===== config.mk =====
export PLATFORM = sky130hd
export DESIGN_NAME = dlcg_cordic_cell
export DESIGN_NICKNAME = d
export VERILOG_FILES = /design/src/design/dlcg_pkg.sv /design/src/design/dlcg_cordic_cell.sv
export SDC_FILE = /design/constraint.sdc
export NUM_CORES = 1
export LEC_CHECK = 0
export BUFFER_PORTS_ARGS = -buffer_cell sky130_fd_sc_hd__buf_2
export CORE_AREA = 2 2 162 164
export DETAILED_ROUTE_END_ITERATION = 10
export DIE_AREA = 0 0 164 166
export GPL_ROUTABILITY_DRIVEN = 0
export PLACE_DENSITY = 0.66
export SLEW_MARGIN = 20
export SYNTH_ARGS = -nofsm -noshare
export SYNTH_HDL_FRONTEND = slang
export SYNTH_SLANG_ARGS = --single-unit

===== constraint.sdc =====
create_clock -name clock -period 4.2 [get_ports clock]
set_input_delay 0.21 -clock clock [delete_from_list [all_inputs] [get_ports clock]]
set_output_delay 0.21 -clock clock [all_outputs]
set_load 0.03 [all_outputs]

===== src/design/dlcg_pkg.sv =====
// ----------------------------------------------------------------------------
// dlcg_pkg: shared types and constants of the delayed chirp generator
// Register indexes, arithmetic widths, CORDIC arctangent table, cell word.
// ----------------------------------------------------------------------------
package dlcg_pkg;

   // defaults for the top-level parameters
   localparam int INDEX_BITS_DEF  = 24;
   localparam int PHASE_BITS_DEF  = 16;
   localparam int SAMPLE_BITS_DEF = 16;

   // register widths
   localparam int FREQ_BITS     = 32;
   localparam int CHIRP_BITS    = 48;
   localparam int DELAY_BITS    = 32;
   localparam int CSR_DATA_BITS = 48;
   localparam int CSR_IDX_BITS  = 2;

   typedef enum logic [CSR_IDX_BITS-1:0] {
      CSR_START_FREQ = 2'd0,
      CSR_HALF_CHIRP = 2'd1,
      CSR_DELAY      = 2'd2
   } csr_index_type;

   // time offset in Q.8 samples, padded so the limb split is fixed
   localparam int T_BITS    = 40;
   localparam int LIMB_BITS = 24;
   localparam int HI_BITS   = T_BITS - LIMB_BITS;
   localparam int PH_BITS   = 40;   // phase bits 63..24 of the Q0.64 phase

   // CORDIC datapath
   localparam int XY_BITS      = 32;
   localparam int Z_BITS       = 32;
   localparam int CORDIC_STEPS = 28;
   localparam logic signed [XY_BITS-1:0] CORDIC_X0 = 32'sd652032874;

   localparam logic signed [Z_BITS-1:0] ATAN_TABLE [CORDIC_STEPS] = '{
      32'sd536870912, 32'sd316933406, 32'sd167458907, 32'sd85004756,
      32'sd42667331,  32'sd21354465,  32'sd10679838,  32'sd5340245,
      32'sd2670163,   32'sd1335087,   32'sd667544,    32'sd333772,
      32'sd166886,    32'sd83443,     32'sd41722,     32'sd20861,
      32'sd10430,     32'sd5215,      32'sd2608,      32'sd1304,
      32'sd652,       32'sd326,       32'sd163,       32'sd81,
      32'sd41,        32'sd20,        32'sd10,        32'sd5
   };

   // word handed from cell to cell
   typedef struct packed {
      logic signed [XY_BITS-1:0] x;
      logic signed [XY_BITS-1:0] y;
      logic signed [Z_BITS-1:0]  z;
      logic                      flip;        // negate results at the end
      logic                      pre_delay;   // index precedes the delay
   } rot_type;

endpackage


===== src/design/dlcg_cordic_cell.sv =====
// ----------------------------------------------------------------------------
// dlcg_cordic_cell: one rotation step of the CORDIC chain
// Registered micro-rotation by atan(2^-STEP), with its own valid/ready.
// ----------------------------------------------------------------------------
module dlcg_cordic_cell
   import dlcg_pkg::*;
#(
   parameter int STEP = 0
) (
   input  logic    clock,
   input  logic    reset,
   input  logic    up_valid,
   output logic    up_ready,
   input  rot_type up_word,
   output logic    dn_valid,
   input  logic    dn_ready,
   output rot_type dn_word
);

   logic    valid_ff;
   rot_type word_ff, word_in;
   logic signed [XY_BITS-1:0] dx, dy;

   assign up_ready = !valid_ff || dn_ready;

   // arithmetic shifts floor, matching the step definition
   assign dx = up_word.y >>> STEP;
   assign dy = up_word.x >>> STEP;

   always_comb begin
      word_in = up_word;
      if (!up_word.z[Z_BITS-1]) begin
         word_in.x = up_word.x - dx;
         word_in.y = up_word.y + dy;
         word_in.z = up_word.z - ATAN_TABLE[STEP];
      end else begin
         word_in.x = up_word.x + dx;
         word_in.y = up_word.y - dy;
         word_in.z = up_word.z + ATAN_TABLE[STEP];
      end
   end

   always_ff @(posedge clock) begin
      if (reset) begin
         valid_ff <= 1'b0;
      end else if (up_ready) begin
         valid_ff <= up_valid;
      end
   end

   always_ff @(posedge clock) begin
      if (up_ready) word_ff <= word_in;
   end

   assign dn_valid = valid_ff;
   assign dn_word  = word_ff;

endmodule


==> summary.md, run 1 <==
The top cell type by area accounts for 34.0% of the synthesized area. For the post-detailed-routing wire length, the log shows 25000 um. The normalized max-slew margin is 32.4%, and the count of maximum capacitance violations is 0.

The most critical setup path has its endpoint at dn_word[97]$_DFFE_PP_. The number of antenna violations at the first check in global routing is 1, and the summed negative setup slack over all endpoints is 0 ps. Synthesis produced a netlist with a net count of 1146. Relative to the synthesized area, the layout overhead comes to 17.9%. The horizontal die dimension is 164 um. The net count of the finished layout is 1318. For the number of buffers inserted during clock tree synthesis, the log shows 9.

No sink is reached through more buffers than the 2 on the longest clock path. For this design, the sink count on the clock tree is 98. After global routing the overflow that remains totals 0. The met3 track demand over resource in global routing was 4.35%; the number of antenna-violating nets in the routed design was 0. The synthesized netlist contains 87 unique library cells. TritonCTS built the clock tree. The synthesized netlist devotes 14.7% of its cell area to adder and majority cells. The peak supply drop was 0.181 mV. The number of design-rule violations left by the first detailed-router iteration was 565. Setup repair after global routing left no endpoint under its margin.

Clock skew on the completed layout was measured at 9.99 ps. The routed wire length per instance is 17.1 um. The synthesized area per cell is 9.06 um^2, and the instance count along the most critical hold path is 1. Global routing used 27.7% of the available met2 tracks. After synthesis the cells add up to 0.00857 mm^2.

At the worst endpoint, the arrival time is 3140 ps. The final hold slack was 26.6 ps; the final period utilization was 72.2%. The dominant cell type by area after synthesis was edfxtp_1.

The tools report the initial standard-cell utilization of the core as 33.5%. In this run the critical register-to-register path is captured at dn_word[75]$_DFFE_PP_. The H-tree generated during clock tree synthesis spans 3 levels. Post-cts gate resize count: 0. The latest clock arrival within the worst-skew pair was 360 ps; the logic depth of the worst setup path including buffers was 12. For this run, the slowest stage of the critical path takes 510 ps.

During placement, the flow inserted port buffers numbering 201. For this run, the top clock speed supported by timing is 330 MHz. For the area of the core region, the log shows 0.0256 mm^2.

The run gives 202 as the top-level I/O count. The run finished with clean final reports. The slew at the pin with the worst max-slew slack was 1010 ps.

Before CTS, the worst setup slack after placement is 845 ps. For this run, design rule violations remaining after detail routing come to 0. Type of the worst setup path: input port to register. The flop-to-flop setup slack came out at 2290 ps.

After synthesis, the largest family of logic cells by area is compound AO/OA/AOI/OAI gates. The critical path contains buffers and inverters numbering 2 combined. The worst setup path is launched from an input port.

Power comes to 3.63 mW. The run gives 0 as the total count of hold-check failures in the final report. Of all nets on the critical path, the largest fanout is 18. After synthesis, the share of cell area in mux cells is 0.701%. The run gives 7296 as the via count of the first global-routing pass. The cell count after synthesis came out at 946. For the count of vias placed by the detailed router, the log shows 7709. The cell that appears most often on the critical path is a221oi_2. The worst path needs 3030 ps of the cycle, external delays included. The worst setup path is captured at a register. The tools report the count of filler cells inserted in the layout as 2582. Die boundary height: 166 um. Setup slack closes at 1170 ps. First-pass GRT wire length: 38500 um. The run gives 0 as the number of warnings reported in the yosys synthesis log. The signal on the critical path passes through buf_2, inv_1, ha_1, and2_4, a221oi_2, o211ai_1, a2111oi_2, nor2_1, a221oi_2, o22ai_1, a21oi_1, xor2_1. For this design the static power due to leakage is 4.56 nW. For the sequential element share of the synthesized area, the log shows 34.2%.

Clock-pin slew was measured on the worst setup and hold paths at 70 ps. Global routing used 17.8% of the available tracks across all layers. For the detailed-routing iteration count for the pre-antenna-repair pass, the log shows 6. The largest net degree at the start of global routing is 85, and the simple logic cell fraction of the synthesized area is 12.5%. The average vias per placed instance is 5.28, and the count of flip-flops with a built-in enable after synthesis is 97. The dominant delay contributor by cell family on the critical path was compound AO/OA/AOI/OAI gates. Tracing the worst setup path back leads to its startpoint at up_word[59].

Fraction of final layout cells sized beyond drive strength 1: 22.8%. The final count of pins violating max slew came out at 0. In this run the most critical hold path is launched from up_word[8].

In the post-synthesis netlist, the biggest area contributors are edfxtp_1 (34%), ha_1 (14%), a21oi_1 (5.7%). The most common flop cell mapped by yosys was edfxtp_1. Summing the areas of all compound-gate instances in the mapped netlist gives 25.0% of the synthesized area. Summed over all nets, the half-perimeter wirelength after detailed placement is 19800 um. The tools report the overall die area as 0.0272 mm^2.

The tools report the startpoint of the worst register-to-register path as dn_valid$_SDFFE_PP0P_. After floorplanning, the core was divided into 59 placement rows. After global routing, the most crowded layer is met2.

Measured in cells, the most critical reg-to-reg path has a length of 2. Counting flops with an async set or reset pin after synthesis yields a share of 0%. The most frequent standard cell in the layout excluding fill and tap cells was buf_2. The number of register bits inferred by synthesis was 98. The tools report the buffer cell driving the clock tree root as clkbuf_16. Dividing total power by cell area gives a power density of 359 mW/mm^2. Global routing consumed, on the met1 layer, 24.1% of the routing resources.

Setup violations remaining at the end of the flow were counted as 0. For this design, the slowest cell found on the critical path is ha_1. Data on the critical path is required at its endpoint by 4300 ps. Type of the most critical hold path: input port to register. The library cells used most frequently in the layout, excluding fill and tap cells, are buf_2 (201), a21oi_1 (98), edfxtp_1 (97). Of the total synthesized cell area, the portion taken by XOR and XNOR cells is 5.93%.
[sequential cells by signal, indices dropped and copies added, names as in the netlist]
register  count
dn_valid      1
dn_word      97
[final cells by class]
type                            count  area (um^2)  area share, %
Sequential cell                    98         2930           29.0
Antenna cell                        1         2.50         0.0248
Clock inverter                      6         65.1          0.644
Clock buffer                       10          229           2.27
Inverter                          100          375           3.71
Tap cell                          335          419           4.15
Multi-Input combinational cell    704         5040           49.9
Timing Repair Buffer              205         1040           10.3
[where the power goes]
group | internal [mW] | leakage [nW] | total [mW] | switching [mW]
clock | 0.463 | 0.143 | 0.832 | 0.369
combinational | 0.474 | 3.41 | 1.47 | 0.992
sequential | 1.28 | 1.01 | 1.33 | 0.0518
[worst reg2reg max path, cell delays in order (launching register included)]
cell	delay (ps)
dfxtp_1	330
nand2b_4	740
buf_4	490
[how the worst min path moves through the flow]
stage | endpoint | slack, ps
after global placement | dn_valid$_SDFFE_PP0P_ | 370
after detailed placement | dn_valid$_SDFFE_PP0P_ | 370
final | dn_word[8]$_DFFE_PP_ | 30
after global routing | dn_word[30]$_DFFE_PP_ | 6
after CTS | dn_word[18]$_DFFE_PP_ | 10
after floorplan | dn_valid$_SDFFE_PP0P_ | 280
[cell families (layout without fill, tap and decap cells)]
logic type	Yosys count	count (layout)
AO/OA/AOI/OAI	314	314
AND/OR/NAND/NOR	228	228
buffers and inverters	144	321
adder cells (fa/ha/maj)	98	98
flip-flops	98	98
XOR/XNOR	58	58
multiplexers	6	6
other	0	1
[routing by layer]
metal	routed length [um]	share of wire, %
met5	0	0
met4	661	2.6
met3	2330	9.3
met2	11200	45
met1	10800	43
[Yosys cell counts, drive strengths merged, types with 4 or more instances]
| master | number |
|---|---|
| o21bai | 21 |
| fa | 4 |
| buf | 26 |
| nor2b | 8 |
| o31ai | 6 |
| nand2 | 59 |
| nand4 | 9 |
| clkbuf | 18 |
| nor4 | 4 |
| ha | 94 |
| inv | 97 |
| a21oi | 104 |
| a31oi | 9 |
| o211ai | 8 |
| a211o | 6 |
| o21a | 7 |
| nand3 | 9 |
| o21ai | 65 |
| o311ai | 4 |
| xnor2 | 50 |
| or4 | 4 |
| nor2 | 84 |
| or2 | 4 |
| a21o | 26 |
| xor2 | 8 |
| a221oi | 5 |
| edfxtp | 97 |
| nand2b | 10 |
| or3 | 5 |
| a211oi | 9 |
| o22ai | 8 |
| mux2i | 6 |
| nor3 | 19 |
| and3 | 4 |
| a311oi | 4 |
[metrics by stage]
stage	cells	util [%]	instance area, um^2
floorplan	946	-	8570
global placement	1441	38.3	9800
detailed placement	1441	38.3	9800
CTS	1458	39.4	10100
global route	1458	39.4	10100
finish	1459	39.5	10100
[timing repair]
action / 4_1_cts / 5_1_grt
hold buffers: 1 / 0
hold endpoints to repair: 1 / 0
buffers inserted: 0 / 0
setup endpoints to repair: 0 / 0
(Power assumes the default switching activity.)
==> inputs of run 2 (changes only) <==
==> constraint.sdc (replaced) <==
create_clock -name clock -period 2.9 [get_ports clock]
set_input_delay 0.145 -clock clock [delete_from_list [all_inputs] [get_ports clock]]
set_output_delay 0.145 -clock clock [all_outputs]
set_load 0.03 [all_outputs]
==> summary.md, run 2 (synthesis gave the netlist of run 1 again) <==
The flow ran to the end, and the final reports show no timing, DRC or antenna violations. The sort of element at the start of the critical path was an input port. The average vias per placed instance came out at 5.18 (-2.0%).

The tools report the worst setup skew after layout as 5.26 ps (-4.74 ps). The normalized max-slew margin came out at 41.4% (+9.0 points). The global route total overflow came out at 0 (unchanged). The initial standard-cell utilization of the core was 33.5% (unchanged); the footprint of the multi-input gates was 0.00505 mm^2 (+0.15%).

The tools report the final design utilization as 44.1% (+4.6 points). The data arrival time of the critical path came out at 2870 ps (-270 ps). For the first-pass GRT wire length, the log shows 41200 um (+7.2%). Static timing analysis puts the maximum clock frequency at 357 MHz.

The final count of pins violating max slew came out at 0 (unchanged). The library cells used most frequently in the layout, excluding fill and tap cells, are buf_2 (201), buf_4 (115), a21oi_1 (98). The logs give 2970 ps (-1330 ps) for the data required time of the critical path and 2 (unchanged) for the number of buffers on the longest clock path.

The overall die area was 0.0272 mm^2 (unchanged). The fraction of final layout cells sized beyond drive strength 1 is 29.3% (+6.5 points), and the number of nets in the layout is 1462 (+11%). The tools report the worst path setup slack after routing as 98.5 ps (-1070 ps). Count of filler cells inserted in the layout: 2524 (-2.2%). The logs give 26600 um (+6.3%) for the post-detailed-routing wire length and 8298 (+7.6%) for the count of vias placed by the detailed router. TritonCTS built the clock tree. The run gives 5.25 nW (+15%) as the leakage power summed over all cells.

The total count of hold-check failures in the final report was 0 (unchanged); the number of antenna violations at the first check in global routing was 1 (unchanged). Relative to the synthesized area, the layout overhead comes to 31.7%. The logs give 0 (unchanged) for the count of maximum capacitance violations and 0 (unchanged) for the remaining routing DRC violations. Level count of the clock H-tree: 3 (unchanged). The number of design-rule violations left by the first detailed-router iteration came out at 695 (+23%).

The overall power consumption came out at 5.51 mW (+52%). The clock transition at the register clock pins on the worst setup and hold paths after CTS is 70 ps (about the same), and the sequential cell area in the final layout is 0.00293 mm^2 (unchanged). The latest clock arrival within the worst-skew pair is 340 ps (-20 ps), and the peak supply drop is 0.346 mV (+92%).

Power density over cell area: 488 mW/mm^2 (+36%). Subtracting the final worst setup slack from the clock period gives 2800 ps. The via count of the first global-routing pass is 7947 (+8.9%).

The final period utilization is 96.6%, and the total of buffers placed on input and output ports is 201 (unchanged). The routed wire length per instance was 16.6 um (-3.2%); the detailed-routing iteration count for the pre-antenna-repair pass was 5 (-1). The capturing element type of the critical path was a register.

The tools report the number of setup buffers added after CTS as 0 (unchanged). Setup repair after global routing left no endpoint under its margin. The run gives 9 (unchanged) as the number of buffers inserted during clock tree synthesis. The die boundary height works out to 166 um (unchanged).

The number of antenna-violating nets in the routed design was 0 (unchanged); the number of failing setup endpoints in the final timing report was 0 (unchanged). The library cell used most frequently in the layout, excluding fill and tap cells, is buf_2. The slew at the pin with the worst max-slew slack is 879 ps (-135 ps), and the largest net degree at the start of global routing is 85 (unchanged). The tools report the placed wire-length estimate as 21300 um (+7.9%). For the total routing resource utilization after global routing, the log shows 19.0% (+1.2 points).

The worst setup slack before clock tree synthesis was -204 ps (-1050 ps); the total number of placement rows was 59 (unchanged). Critical-path maximum fanout: 3 (-15). The tree is rooted in a clkbuf_16. For the clock sink total, the log shows 98 (unchanged). The path class of the tightest hold or removal check is input port to register. The horizontal die dimension came out at 164 um (unchanged). The flip-flop count of the largest register, all copies and words added came out at 97 (unchanged). The area of the core region is 0.0256 mm^2 (unchanged), and the top-level I/O count is 202 (unchanged).

The setup path with the least slack is of type input port to register. The summed negative setup slack over all endpoints was 0 ps (unchanged).
## run 2: path summary, 6_finish.rpt
check	end	startpoint	cells past startpoint	slack [ps]
worst min register to register	dn_word[5]$_DFFE_PP_	dn_valid$_SDFFE_PP0P_	1	1020
worst min-delay path	dn_valid$_SDFFE_PP0P_	up_valid	3	20
worst max register to register	dn_word[82]$_DFFE_PP_	dn_valid$_SDFFE_PP0P_	2	1320
worst max-delay path	dn_word[58]$_DFFE_PP_	up_word[34]	14	100
## run 2: critical path: stages
cell	delay (ps)
buf_2	120
ha_1	220
fa_1	420
nor2b_1	180
o211a_1	260
o2111ai_1	200
buf_4	160
a211o_1	220
a211oi_1	110
nor3_1	180
buf_4	160
o21ai_1	60
o21ai_0	280
xnor2_2	160
## run 2: routing by layer
metal | GRT usage, % | part of all wire (%) | vias up
li1 | - | - | 4011
met1 | 26.1 | 44 | 3860
met2 | 30.3 | 45 | 382
met3 | 3.17 | 8.0 | 45
met4 | 6.41 | 2.8 | 0
met5 | 0 | 0 | -
## run 2: cell type report
class,instances,share of cell area (%)
Tap cell,335,3.71
Multi-Input combinational cell,704,44.8
Antenna cell,1,0.0222
Inverter,100,3.33
Clock inverter,7,0.610
Timing Repair Buffer,349,19.6
Clock buffer,9,2.00
Sequential cell,98,26.0
## run 2: through the flow
stage	instance area, um^2	hold WS, ps	instances
after global placement	10700	304	1554
after CTS	11300	10.7	1602
final	11300	22.9	1603
after detailed placement	10700	308	1554
after floorplan	8570	214	946
after global routing	11300	24.7	1602
## run 2: timing repair
item                                    CTS  global route
resized for setup                         0             1
endpoints found under the hold margin    32             0
endpoints found under the setup margin    0             1
hold buffers                             32             0
## run 2: power by group
| part | leakage [nW] | switching, mW | internal [mW] | total (mW) |
|---|---|---|---|---|
| Sequential | 1.01 | 0.0698 | 1.85 | 1.92 |
| Combinational | 4.09 | 1.50 | 0.884 | 2.38 |
| Clock | 0.143 | 0.594 | 0.606 | 1.20 |
| Total | 5.25 | 2.16 | 3.34 | 5.51 |
==> inputs of run 3 (changes only) <==
--- a/config.mk
+++ b/config.mk
@@ -10,7 +10,6 @@
 export DETAILED_ROUTE_END_ITERATION = 10
 export DIE_AREA = 0 0 164 166
 export GPL_ROUTABILITY_DRIVEN = 0
-export PLACE_DENSITY = 0.66
 export SLEW_MARGIN = 20
 export SYNTH_ARGS = -nofsm -noshare
 export SYNTH_HDL_FRONTEND = slang
==> summary.md, run 3 (synthesis gave the netlist of run 1 again) <==
The routed wire length per instance is 16.4 um (-1.1%), and the level count of the clock H-tree is 3 (unchanged). The data required time of the critical path is 3020 ps (+50 ps), and the leakage power summed over all cells is 5.40 nW (+2.9%). The overall die area is 0.0272 mm^2 (unchanged).

Flop-to-flop setup slack: 1470 ps (+150 ps). The tools report the detailed-routing iteration count for the pre-antenna-repair pass as 6 (+1). The slew at the pin with the worst max-slew slack works out to 520 ps (-360 ps).

The placed wire-length estimate was 21400 um (+0.37%). The tools report the latest clock arrival within the worst-skew pair as 360 ps (+20 ps). The worst setup path is of the input port to register kind. The total number of placement rows was 59 (unchanged).

The number of buffers on the longest clock path is 2 (unchanged). The tools report the relative contribution of sequential cells to total power as 34.1% (-0.8 points). The min-delay analysis places its worst path in the category input port to register. The top-level I/O count is 202 (unchanged), and the data arrival time of the critical path is 2800 ps (-70 ps).

The die boundary height was 166 um (unchanged); the final period utilization was 92.6% (-4.0 points). The number of antenna violations at the first check in global routing was 1 (unchanged). The total of buffers placed on input and output ports was 201 (unchanged); the critical-path maximum fanout was 3 (unchanged).

The number of antenna-violating nets in the routed design is 0 (unchanged). The number of buffers inserted during clock tree synthesis is 9 (unchanged), and the number of nets in the layout is 1490 (+1.9%). The library cells used most frequently in the layout, excluding fill and tap cells, are buf_2 (201), buf_4 (141), a21oi_1 (98). The average vias per placed instance was 5.06 (-2.3%). The worst register-to-register path begins at dn_valid$_SDFFE_PP0P_. The number of failing setup endpoints in the final timing report is 0 (unchanged). The peak supply drop was 0.282 mV (-19%); the worst setup skew after layout was 8.64 ps (+3.39 ps). For the logic gate share of total power, the log shows 42.9% (-0.4 points). For the highest clock frequency the design can meet, the log shows 372 MHz (+4.3%). The count of maximum capacitance violations was 0 (unchanged). The run gives 0 (-1) as the number of diodes added for antenna fixing. The part of the total power dissipated in the clock network was 23.0% (+1.2 points); the number of design-rule violations left by the first detailed-router iteration was 528 (-24%). The via count of the first global-routing pass was 8032 (+1.1%); the flip-flop count of the largest register, all copies and words added was 97 (unchanged). The worst register-to-register path ends at dn_word[50]$_DFFE_PP_. The number of setup buffers added after CTS was 0 (unchanged); the total count of hold-check failures in the final report was 0 (unchanged).

The post-route minimum period was 2690 ps (-116 ps). The tools report the startpoint of the lowest-slack hold path as up_valid. The switching power as a share of total power was 38.6% (-0.74 points); the first-pass GRT wire length was 41800 um (+1.5%). The endpoint of the worst hold path was dn_valid$_SDFFE_PP0P_. Horizontal die dimension: 164 um (unchanged). The tools report the normalized max-slew margin as 65.0% (+24 points). Power density over cell area: 490 mW/mm^2 (+0.40%). TritonCTS built the clock tree. The count of cells along the worst register-to-register path is 2 (unchanged). Setup repair after global routing left no endpoint under its margin. The sort of element at the start of the critical path is an input port.

The worst setup path is captured at a register. The area growth from synthesis to layout came out at 34.6%. Most frequent standard cell in the layout excluding fill and tap cells: buf_2.

For the switching component of the power, the log shows 2.18 mW (+0.70%). The flow ran to the end, and the final reports show no timing, DRC or antenna violations. The logs give 33.5% (unchanged) for the initial standard-cell utilization of the core and 19.3% (+0.31 points) for the total routing resource utilization after global routing.

The count of vias placed by the detailed router is 8243 (-0.66%). The logs give 45.0% (+0.98 points) for the final design utilization and 85 (unchanged) for the largest net degree at the start of global routing. The run gives 3.47 mW (+3.9%) as the internal power consumption. The remaining routing DRC violations is 0 (unchanged). The tools report the final count of pins violating max slew as 0 (unchanged).

The run gives 0.0256 mm^2 (unchanged) as the area of the core region. The clock transition at the register clock pins on the worst setup and hold paths after CTS works out to 70 ps (about the same). The fraction of final layout cells sized beyond drive strength 1 was 30.7% (+1.5 points).

The tools report the post-detailed-routing wire length as 26700 um (+0.58%). The tools report the global route total overflow as 0 (unchanged). The tools report the final hold slack as 31.4 ps (+8.48 ps). The clock sink total is 98 (unchanged). Buffer cell driving the clock tree root: clkbuf_16. The instance count along the most critical hold path was 3 (unchanged).
==> run 3: changes by cell type in the layout (fill, tap and decap cells not counted) <==
cell / before / now
bufinv_16: 0 / 1
xnor2_1: 49 / 50
xnor2_2: 1 / 0
buf_12: 1 / 3
clkinv_2: 1 / 0
buf_4: 115 / 141
diode_2: 1 / 0
==> run 3: critical path, stage by stage <==
cell and delay, ps:
buf_2 110, ha_1 220, fa_1 420, nor2b_1 170
o211a_1 240, o2111ai_1 220, buf_4 160, nand2_1 110
a21oi_2 240, o31ai_1 100, a21oi_1 260, o21bai_1 110
xnor2_1 140, buf_4 130
==> run 3: area by class of cell <==
class	count	area, um^2
Tap cell	335	419
Fill cell	2523	14100
Multi-Input combinational cell	704	5040
Sequential cell	98	2930
Clock buffer	9	225
Clock inverter	7	93.8
Timing Repair Buffer	377	2440
Inverter	100	375
==> run 3: power by group through the flow <==
stage,Combinational [mW],Sequential [mW],Clock (mW)
floorplan,1.01,2.44,0
CTS,2.41,1.93,1.35
global placement,2.36,1.96,0
finish,2.43,1.92,1.30
detailed placement,2.37,1.96,0
global route,2.61,1.95,1.39
==> run 3: what timing repair did <==
item / in CTS / in global routing
gates resized for setup: 0 / 0
hold buffers: 32 / 0
hold endpoints to repair: 32 / 0
==> run 3: routing by layer <==
layer  GRT usage [%]  up-vias  wire (um)
li1                -     4056          -
met1            26.8     3803      12200
met2            30.9      340      12100
met3            3.20       42       1930
met4            5.72        2        541
met5               0        -         13
==> run 3: worst max path at each step <==
stage	start	end	slack, ps	depth (start not counted)
floorplan	up_word[34]	dn_word[96]$_DFFE_PP_	420	10
global placement	up_word[34]	dn_word[86]$_DFFE_PP_	-110	14
detailed placement	up_word[34]	dn_word[86]$_DFFE_PP_	-100	14
CTS	up_word[34]	dn_word[86]$_DFFE_PP_	270	14
global route	up_word[34]	dn_word[94]$_DFFE_PP_	90	14
finish	up_word[34]	dn_word[86]$_DFFE_PP_	210	14
==> run 3: stage by stage <==
step | instance area [um^2] | cells | total power, mW | TNS [ps] | setup WS, ps
finish | 11500 | 1630 | 5.65 | 0 | 215
global route | 11500 | 1630 | 5.96 | 0 | 93.3
CTS | 11500 | 1630 | 5.69 | 0 | 265
detailed placement | 10900 | 1582 | 4.33 | -733 | -105
global placement | 10900 | 1582 | 4.32 | -580 | -109
floorplan | 8570 | 946 | 3.45 | 0 | 420
